==> src/design/ipmbrp_pkg.sv <==
`timescale 1ns / 1ps
`default_nettype none
// ----------------------------------------------------------------------------
// IPMB request parser package
// Shared item types and header layout constants.
// ----------------------------------------------------------------------------
package ipmbrp_pkg;

  // Header layout: netFn/rsLUN, checksum, rqSA, seq/rqLUN, cmd
  localparam int HDR_LEN   = 5;
  localparam int MIN_FRAME = 6;

  localparam logic [7:0] BCAST_MARK = 8'h00;
  localparam logic [7:0] POS_SAT    = 8'hFF;

  // Header byte positions, broadcast mark excluded
  localparam logic [7:0] POS_NETFN = 8'd0;
  localparam logic [7:0] POS_RQSA  = 8'd2;
  localparam logic [7:0] POS_SEQ   = 8'd3;
  localparam logic [7:0] POS_CMD   = 8'd4;

  typedef struct packed {
    logic [7:0] rx_byte;
    logic       last_byte;
  } in_item_t;

  typedef struct packed {
    logic       is_summary;
    logic [7:0] data_byte;
    logic [4:0] data_index;
    logic       frame_ok;
    logic       is_broadcast;
    logic [5:0] net_function;
    logic [1:0] responder_lun;
    logic [7:0] requester_address;
    logic [5:0] sequence_number;
    logic [1:0] requester_lun;
    logic [7:0] command_code;
    logic [5:0] payload_length;
  } result_t;

endpackage
`default_nettype wire

==> src/design/ipmbrp_in_stage.sv <==
`timescale 1ns / 1ps
`default_nettype none
// ----------------------------------------------------------------------------
// IPMB request parser input stage
// Registers one byte transfer and holds it until the parser consumes it.
// ----------------------------------------------------------------------------
module ipmbrp_in_stage (
  input  wire                  clk,
  input  wire                  rst_n,
  input  wire                  in_valid,
  output logic                 in_stall,
  input  ipmbrp_pkg::in_item_t in_item,
  input  wire                  advance,
  output logic                 q_valid,
  output ipmbrp_pkg::in_item_t q_item
);
  import ipmbrp_pkg::*;

  logic     valid_r, valid_nxt;
  in_item_t item_r;

  // stall only while a held byte cannot move on
  assign in_stall  = valid_r && !advance;
  assign valid_nxt = in_stall ? valid_r : in_valid;

  always_ff @(posedge clk) begin
    if (!rst_n) begin
      valid_r <= 1'b0;
    end else begin
      valid_r <= valid_nxt;
    end
  end

  always_ff @(posedge clk) begin
    if (in_valid && !in_stall) begin
      item_r <= in_item;
    end
  end

  assign q_valid = valid_r;
  assign q_item  = item_r;

endmodule
`default_nettype wire

==> src/design/ipmbrp_frame_state.sv <==
`timescale 1ns / 1ps
`default_nettype none
// ----------------------------------------------------------------------------
// IPMB request parser frame state
// Tracks byte position, checksums and header fields; forms each result.
// ----------------------------------------------------------------------------
module ipmbrp_frame_state #(
  parameter int MAX_DATA = 32
) (
  input  wire                  clk,
  input  wire                  rst_n,
  input  wire                  fire,
  input  ipmbrp_pkg::in_item_t item,
  input  wire [7:0]            local_address,
  output logic                 res_valid,
  output ipmbrp_pkg::result_t  res
);
  import ipmbrp_pkg::*;

  localparam logic [7:0] HDR_END  = 8'(HDR_LEN);
  localparam logic [7:0] MAX8     = 8'(MAX_DATA);
  localparam logic [7:0] DATA_END = 8'(MAX_DATA + HDR_LEN);

  logic [7:0] pos_r, pos_nxt;
  logic       bc_r, bc_nxt;
  logic [7:0] hsum_r, hsum_nxt;
  logic [7:0] bsum_r, bsum_nxt;
  logic [5:0] netfn_r, netfn_nxt;
  logic [1:0] rslun_r, rslun_nxt;
  logic [7:0] rqsa_r, rqsa_nxt;
  logic [5:0] seq_r, seq_nxt;
  logic [1:0] rqlun_r, rqlun_nxt;
  logic [7:0] cmd_r, cmd_nxt;
  logic       ovf_r, ovf_nxt;

  logic       mark;
  logic       long_enough;
  logic [7:0] plen_full;
  logic       plen_over;
  logic [7:0] plen;
  logic [7:0] hdr_check;
  logic       hdr_ok;
  logic       body_ok;
  logic       produce;
  result_t    res_c;

  always_comb begin
    pos_nxt   = pos_r;
    bc_nxt    = bc_r;
    hsum_nxt  = hsum_r;
    bsum_nxt  = bsum_r;
    netfn_nxt = netfn_r;
    rslun_nxt = rslun_r;
    rqsa_nxt  = rqsa_r;
    seq_nxt   = seq_r;
    rqlun_nxt = rqlun_r;
    cmd_nxt   = cmd_r;
    ovf_nxt   = ovf_r;
    produce   = 1'b0;
    res_c     = '0;

    mark        = (pos_r == 8'd0) && !bc_r && (item.rx_byte == BCAST_MARK);
    long_enough = pos_r >= HDR_END;
    plen_full   = pos_r - HDR_END;
    plen_over   = plen_full > MAX8;
    plen        = !long_enough ? 8'd0 : (plen_over ? MAX8 : plen_full);
    hdr_check   = 8'd0;
    hdr_ok      = 1'b0;
    body_ok     = 1'b0;

    if (mark) begin
      // drop the broadcast mark; a lone mark is a failed empty frame
      bc_nxt = 1'b1;
      if (item.last_byte) begin
        produce            = 1'b1;
        res_c.is_summary   = 1'b1;
        res_c.is_broadcast = 1'b1;
        bc_nxt             = 1'b0;
      end
    end else begin
      case (pos_r)
        POS_NETFN: begin
          netfn_nxt = item.rx_byte[7:2];
          rslun_nxt = item.rx_byte[1:0];
        end
        POS_RQSA: rqsa_nxt = item.rx_byte;
        POS_SEQ: begin
          seq_nxt   = item.rx_byte[7:2];
          rqlun_nxt = item.rx_byte[1:0];
        end
        POS_CMD: cmd_nxt = item.rx_byte;
        default: ;
      endcase
      if (pos_r < POS_RQSA) begin
        hsum_nxt = hsum_r + item.rx_byte;
      end else begin
        bsum_nxt = bsum_r + item.rx_byte;
      end
      hdr_check = hsum_nxt + local_address;
      hdr_ok    = hdr_check == 8'd0;
      body_ok   = bsum_nxt == 8'd0;

      if (!item.last_byte) begin
        if (long_enough) begin
          if (pos_r >= DATA_END) begin
            ovf_nxt = 1'b1;
          end else begin
            produce          = 1'b1;
            res_c.data_byte  = item.rx_byte;
            res_c.data_index = plen_full[4:0];
          end
        end
        if (pos_r != POS_SAT) begin
          pos_nxt = pos_r + 8'd1;
        end
      end else begin
        produce                 = 1'b1;
        res_c.is_summary        = 1'b1;
        res_c.frame_ok          = long_enough && !ovf_r && !plen_over && hdr_ok && body_ok;
        res_c.is_broadcast      = bc_r;
        res_c.net_function      = netfn_nxt;
        res_c.responder_lun     = rslun_nxt;
        res_c.requester_address = rqsa_nxt;
        res_c.sequence_number   = seq_nxt;
        res_c.requester_lun     = rqlun_nxt;
        res_c.command_code      = cmd_nxt;
        res_c.payload_length    = plen[5:0];
        // start the next frame from a clean slate
        pos_nxt   = '0;
        bc_nxt    = 1'b0;
        hsum_nxt  = '0;
        bsum_nxt  = '0;
        netfn_nxt = '0;
        rslun_nxt = '0;
        rqsa_nxt  = '0;
        seq_nxt   = '0;
        rqlun_nxt = '0;
        cmd_nxt   = '0;
        ovf_nxt   = 1'b0;
      end
    end
  end

  always_ff @(posedge clk) begin
    if (!rst_n) begin
      pos_r   <= '0;
      bc_r    <= 1'b0;
      hsum_r  <= '0;
      bsum_r  <= '0;
      netfn_r <= '0;
      rslun_r <= '0;
      rqsa_r  <= '0;
      seq_r   <= '0;
      rqlun_r <= '0;
      cmd_r   <= '0;
      ovf_r   <= 1'b0;
    end else if (fire) begin
      pos_r   <= pos_nxt;
      bc_r    <= bc_nxt;
      hsum_r  <= hsum_nxt;
      bsum_r  <= bsum_nxt;
      netfn_r <= netfn_nxt;
      rslun_r <= rslun_nxt;
      rqsa_r  <= rqsa_nxt;
      seq_r   <= seq_nxt;
      rqlun_r <= rqlun_nxt;
      cmd_r   <= cmd_nxt;
      ovf_r   <= ovf_nxt;
    end
  end

  assign res_valid = fire && produce;
  assign res       = res_c;

  a_summary_clears: assert property (@(posedge clk) disable iff (!rst_n)
    res_valid && res.is_summary |=> pos_r == 8'd0 && !bc_r && hsum_r == 8'd0 && !ovf_r)
    else $error("frame state not cleared after summary");

  a_data_in_range: assert property (@(posedge clk) disable iff (!rst_n)
    res_valid && !res.is_summary |-> pos_r >= HDR_END && pos_r < DATA_END)
    else $error("data result outside data window");

  a_ok_needs_length: assert property (@(posedge clk) disable iff (!rst_n)
    res_valid && res.frame_ok |-> res.is_summary && long_enough && !ovf_r)
    else $error("good frame verdict on short or overflowed frame");

endmodule
`default_nettype wire

==> src/design/ipmbrp_out_stage.sv <==
`timescale 1ns / 1ps
`default_nettype none
// ----------------------------------------------------------------------------
// IPMB request parser output stage
// Result register; holds a result while the receiver stalls.
// ----------------------------------------------------------------------------
module ipmbrp_out_stage (
  input  wire                 clk,
  input  wire                 rst_n,
  input  wire                 load,
  input  ipmbrp_pkg::result_t res,
  output logic                advance,
  output logic                out_valid,
  input  wire                 out_stall,
  output ipmbrp_pkg::result_t out_res
);
  import ipmbrp_pkg::*;

  logic    valid_r, valid_nxt;
  result_t res_r;

  // free when empty or when the held result leaves this cycle
  assign advance   = !valid_r || !out_stall;
  assign valid_nxt = advance ? load : valid_r;

  always_ff @(posedge clk) begin
    if (!rst_n) begin
      valid_r <= 1'b0;
    end else begin
      valid_r <= valid_nxt;
    end
  end

  always_ff @(posedge clk) begin
    if (advance && load) begin
      res_r <= res;
    end
  end

  assign out_valid = valid_r;
  assign out_res   = res_r;

endmodule
`default_nettype wire

==> src/design/ipmb_request_parser.sv <==
`timescale 1ns / 1ps
`default_nettype none
// ----------------------------------------------------------------------------
// IPMB request parser
// Splits a received IPMB request frame into header fields and data bytes
// and checks both frame checksums.
// ----------------------------------------------------------------------------
//
//  channel | direction | handshake          | payload
//  --------+-----------+--------------------+---------------------------------
//  in_     | input     | in_valid/in_stall  | rx_byte, last_byte
//  out_    | output    | out_valid/out_stall| data byte or end-of-frame summary
//  cfg_    | input     | cfg_we             | local_address
//
// One byte is taken every cycle while in_stall is low; the parser logic sits between the input
// register and the result register, so a byte is held in the input register and its result is
// loaded into the result register before it can transfer out.
// Header bytes and a leading broadcast mark give no result unless they end the frame, nor do dropped overflow bytes.
// Reset clears the frame state, both stage valids and local_address.
// out_stall holds the result register and, once the input register is full
// behind it, raises in_stall in the same cycle.
//
module ipmb_request_parser #(
  parameter int MAX_DATA = 32
) (
  input  wire        clk,
  input  wire        rst_n,
  // configuration
  input  wire        cfg_we,
  input  wire  [7:0] cfg_wdata,
  // byte input
  input  wire        in_valid,
  output logic       in_stall,
  input  wire  [7:0] in_rx_byte,
  input  wire        in_last_byte,
  // results
  output logic       out_valid,
  input  wire        out_stall,
  output logic       out_is_summary,
  output logic [7:0] out_data_byte,
  output logic [4:0] out_data_index,
  output logic       out_frame_ok,
  output logic       out_is_broadcast,
  output logic [5:0] out_net_function,
  output logic [1:0] out_responder_lun,
  output logic [7:0] out_requester_address,
  output logic [5:0] out_sequence_number,
  output logic [1:0] out_requester_lun,
  output logic [7:0] out_command_code,
  output logic [5:0] out_payload_length
);
  import ipmbrp_pkg::*;

  logic [7:0] local_address_r;
  in_item_t   in_item;
  in_item_t   q_item;
  logic       q_valid;
  logic       advance;
  logic       fire;
  logic       res_valid;
  result_t    res;
  result_t    out_res;

  // own address register; the user must write it only while idle, the block does not enforce this
  always_ff @(posedge clk) begin
    if (!rst_n) begin
      local_address_r <= '0;
    end else if (cfg_we) begin
      local_address_r <= cfg_wdata;
    end
  end

  assign in_item.rx_byte   = in_rx_byte;
  assign in_item.last_byte = in_last_byte;

  ipmbrp_in_stage u_in (
    .clk      (clk),
    .rst_n    (rst_n),
    .in_valid (in_valid),
    .in_stall (in_stall),
    .in_item  (in_item),
    .advance  (advance),
    .q_valid  (q_valid),
    .q_item   (q_item)
  );

  // process the held byte whenever the result register can take its result
  assign fire = q_valid && advance;

  ipmbrp_frame_state #(
    .MAX_DATA (MAX_DATA)
  ) u_frame (
    .clk           (clk),
    .rst_n         (rst_n),
    .fire          (fire),
    .item          (q_item),
    .local_address (local_address_r),
    .res_valid     (res_valid),
    .res           (res)
  );

  ipmbrp_out_stage u_out (
    .clk       (clk),
    .rst_n     (rst_n),
    .load      (res_valid),
    .res       (res),
    .advance   (advance),
    .out_valid (out_valid),
    .out_stall (out_stall),
    .out_res   (out_res)
  );

  assign out_is_summary        = out_res.is_summary;
  assign out_data_byte         = out_res.data_byte;
  assign out_data_index        = out_res.data_index;
  assign out_frame_ok          = out_res.frame_ok;
  assign out_is_broadcast      = out_res.is_broadcast;
  assign out_net_function      = out_res.net_function;
  assign out_responder_lun     = out_res.responder_lun;
  assign out_requester_address = out_res.requester_address;
  assign out_sequence_number   = out_res.sequence_number;
  assign out_requester_lun     = out_res.requester_lun;
  assign out_command_code      = out_res.command_code;
  assign out_payload_length    = out_res.payload_length;

  a_stall_cause: assert property (@(posedge clk) disable iff (!rst_n)
    in_stall |-> q_valid && out_valid && out_stall)
    else $error("input stalled without a blocked result");

endmodule
`default_nettype wire

==> config.mk <==
export PLATFORM = sky130hd
export DESIGN_NAME = ipmb_request_parser
export DESIGN_NICKNAME = d
export VERILOG_FILES = /design/src/design/ipmbrp_pkg.sv /design/src/design/ipmbrp_in_stage.sv /design/src/design/ipmbrp_frame_state.sv /design/src/design/ipmbrp_out_stage.sv /design/src/design/ipmb_request_parser.sv
export SDC_FILE = /design/constraint.sdc
export NUM_CORES = 1
export LEC_CHECK = 0
export BUFFER_PORTS_ARGS = -buffer_cell sky130_fd_sc_hd__buf_2
export CORE_UTILIZATION = 45
export DETAILED_ROUTE_END_ITERATION = 12
export SETUP_SLACK_MARGIN = 0.4
export SLEW_MARGIN = 25
export SYNTH_ARGS = -nofsm -noshare
export SYNTH_HDL_FRONTEND = slang
export SYNTH_HIERARCHICAL = 1
export SYNTH_SLANG_ARGS = --single-unit
==> constraint.sdc <==
create_clock -name clk -period 4.5 [get_ports clk]
set_input_delay 0.9 -clock clk [delete_from_list [all_inputs] [get_ports clk]]
set_output_delay 0.9 -clock clk [all_outputs]
set_load 0.02 [all_outputs]
==> flow_summary.json <==
{
  "fill_cells": 1287,
  "place_inst": 901,
  "synthFlopType": "dfxtp_1",
  "worst-setup-path-type": "flip-flop to flip-flop",
  "critPathCaptureType": "flip-flop",
  "avgSynthCellArea_um2": 9.91,
  "drc": 0,
  "worstRegToRegCells": 16,
  "syn_area_um2": 6590,
  "met1_usage_pct": 29.6,
  "rsz0062_at_grt": "false",
  "synth_compound_area_share_pct": 14.6,
  "io_pins": 78,
  "required_ns": 4.79,
  "period_share_pct": 84.9,
  "clock_skew_ns": 0.00827,
  "clock_latency_ns": 0.42,
  "dpl.hpwl_mm": 11.1,
  "synth_nets": 717,
  "max_freq_ghz": 0.262,
  "hold_violations": 0,
  "hold_slack_ns": 0.499,
  "cpMaxStageDelayCell": "edfxtp_1",
  "portBuffers": 77,
  "pwr_density_cell_nw_per_um2": 392,
  "period_needed_ns": 3.82,
  "core_area_um2": 14100,
  "startpoint_type": "flip-flop",
  "grt_pass1_wl_mm": 25.4,
  "vdd_drop_max_mv": 0.211,
  "drive_gt1_share_pct": 19.1,
  "num_vias": 5248,
  "drv_slew": 0,
  "die_w_um": 123,
  "path_max_fanout": 5,
  "synthCells": 665,
  "ys_ff_latch": 131,
  "nNetsFinal": 797,
  "grt_pass1_vias": 4903,
  "maxCapViolations": 0,
  "synthSimpleGateAreaFrac_pct": 19.2,
  "endpoint": "u_out/out_res[39]",
  "die_area_um2": 15100,
  "yosysSeqAreaShare_pct": 49.4,
  "path_cells": "ha_1, inv_1, fa_1, nor2b_1, o21ai_0, a21boi_1, o21a_1, o21a_1, o31ai_2, ha_1, a211oi_1, o221ai_1, nor3_1, nand4_1, a2111oi_0, and4b_1",
  "synth_cell_types": 65,
  "crit_start": "u_in/q_item[1]",
  "initial_utilization_pct": 46.8,
  "r2r_setup_slack_ns": 0.68,
  "grt_overflow": 0,
  "drt-total-wl_mm": 16.0,
  "dp_slack_ns": 0.489,
  "final_cells": 938,
  "placed_area_um2": 7090,
  "avgViaCountPerCell": 5.59,
  "tritoncts": "built",
  "synth_edf_count": 63,
  "worstSetupPathDepth": 16,
  "cts_buffers": 17,
  "crit_buf_inv": 1,
  "clock_path_buffers": 2,
  "tns_ns": 0,
  "yosys_warnings": 6,
  "postLayoutCoreUtil_pct": 55.3,
  "synth_top_family_by_area": "simple AND/OR/NAND/NOR gates",
  "setup_slack_ns": 0.678,
  "grt_max_degree": 54,
  "worst_ep_arrival_time_ns": 4.11,
  "clk_pin_slew_ns": 0.06,
  "track_usage_pct": 22.4,
  "r2r-start": "u_in/q_item[1]",
  "cts.sinks": 131,
  "critPathMaxStageDelay_ns": 0.46,
  "diodes": 0,
  "htreeDepth": 4,
  "async_flop_share_pct": 0,
  "setup_viol": 0,
  "grt_antenna_before_repair": 0,
  "rows": 43,
  "synth_fa_ha_area_share_pct": 6.04,
  "total_leakage_power_nw": 3.20,
  "globalplace.congestion": 0.876,
  "grtUsageMet3_pct": 4.06,
  "status": "finished, final reports clean",
  "cts_root_buf": "clkbuf_16",
  "hp-class": "flip-flop to flip-flop",
  "slew-limit-headroom_pct": 43.7,
  "syn_to_final_growth_pct": 18.2,
  "muxShareOfSynthArea_pct": 4.25,
  "first_iter_violations": 445,
  "path_delay_family": "compound AO/OA/AOI/OAI gates",
  "power_mw": 3.05,
  "die_h_um": 123,
  "hold_buffers": 0,
  "drt_first_pass_iters": 7,
  "design_area_um2": 7790,
  "post_drt_wl_per_cell_um": 17.1,
  "synth_xor_area_share_pct": 2.79,
  "final_antenna_net_count": 0,
  "worst_slew_pin_slew_ns": 0.838,
  "r2r-end": "u_out/out_res[39]",
  "busiest_layer": "met2",
  "grt_use_met2_pct": 36.4
}
[worst min-delay path by stage]
stage	startpoint	endpoint	slack (ns)	cells after the start
6_report	u_frame/ovf_r	u_frame/ovf_r	0.50	2
5_1_grt	u_frame/ovf_r	u_frame/ovf_r	0.53	2
4_1_cts	u_frame/ovf_r	u_frame/ovf_r	0.51	2
3_5_place_dp	u_frame/ovf_r	u_frame/ovf_r	0.48	2
3_3_place_gp	u_frame/ovf_r	u_frame/ovf_r	0.47	2
2_1_floorplan	u_frame/ovf_r	u_frame/ovf_r	0.44	2
[layout make-up]
cell class / count / area [µm²] / share of cell area [%]
multi-input cells: 486 / 3110 / 39.9
clock buffers: 23 / 510 / 6.55
repair buffers: 89 / 475 / 6.10
flip-flops and latches: 131 / 3250 / 41.8
clock inverters: 9 / 140 / 1.80
inverters: 20 / 77.6 / 0.996
well taps: 180 / 225 / 2.89
[synth_stat cells, types with 4 or more instances]
master	instances	area share [%]
a211oi_1	5	0.57
a21o_1	6	0.68
a21oi_1	29	2.2
a22oi_1	42	4.8
a31oi_1	5	0.47
and2_1	10	0.95
and3_1	4	0.38
buf_2	4	0.30
buf_4	5	0.57
buf_6	5	0.85
clkbuf_1	12	0.68
dfxtp_1	68	21
edfxtp_1	63	29
ha_1	27	5.1
inv_1	18	1.0
mux2i_1	28	4.3
nand2_1	50	2.8
nand3_1	9	0.68
nor2_1	124	7.1
nor2b_1	25	2.4
nor3_1	16	1.2
nor4_1	5	0.47
o21a_1	9	1.0
o21ai_0	14	1.1
o21ai_1	4	0.30
o21ai_2	5	0.66
xnor2_1	9	1.2
xor2_1	12	1.6
[report_power, final]
group	internal (mW)	switching (mW)	leakage, nW	total [mW]
clock	0.973	0.524	0.311	1.50
combinational	0.0937	0.163	1.73	0.257
sequential	1.28	0.0208	1.15	1.30
[layout by cell type (no fill, tap or decap), types with 12 or more instances in the layout]
master	Yosys	final
buf_4	5	12
edfxtp_1	63	63
inv_1	18	18
nor2b_1	25	24
a21oi_1	29	29
ha_1	27	27
clkbuf_16	0	19
xor2_1	12	12
mux2i_1	28	28
o21ai_0	14	13
dfxtp_1	68	68
buf_2	4	77
nor3_1	16	16
nor2_1	124	124
a22oi_1	42	42
nand2_1	50	50
[timing repair]
action                     4_1_cts  5_1_grt
buffers inserted                 0        5
setup endpoints to repair        0        1
gates resized for setup          0        2
[layer usage]
layer / part of all wire [%] / up-vias
met4: 1.6 / 0
met5: 0 / -
met1: 45 / 2486
met3: 6.3 / 27
li1: - / 2543
met2: 47 / 192
[worst reg2reg max path: stages, from the launching register on]
cell and delay [ns]:
edfxtp_1 0.46, ha_1 0.28, inv_1 0.08, fa_1 0.21, nor2b_1 0.06, o21ai_0 0.23
a21boi_1 0.13, o21a_1 0.19, o21a_1 0.17, o31ai_2 0.28, ha_1 0.33, a211oi_1 0.24
o221ai_1 0.18, nor3_1 0.20, nand4_1 0.10, a2111oi_0 0.32, and4b_1 0.23
[cells by family after synthesis]
kind of cell	count (synthesis)
multiplexers	28
buffers and inverters	48
XOR/XNOR	21
adder cells (fa/ha/maj)	30
AO/OA/AOI/OAI	140
flip-flops	131
AND/OR/NAND/NOR	267
[flip-flops by register name (all words and copies together), names as in the netlist, 6 cells and up]
| name | flops |
|---|---|
| u_out/out_res | 54 |
| local_address_r | 8 |
| u_frame/cmd_r | 8 |
| u_frame/netfn_r | 6 |
| u_in/q_item | 9 |
| u_frame/pos_r | 8 |
| u_frame/rqsa_r | 8 |
| u_frame/hsum_r | 8 |
| u_frame/bsum_r | 8 |
| u_frame/seq_r | 6 |
Note: power is estimated with default switching activity, not from simulation.
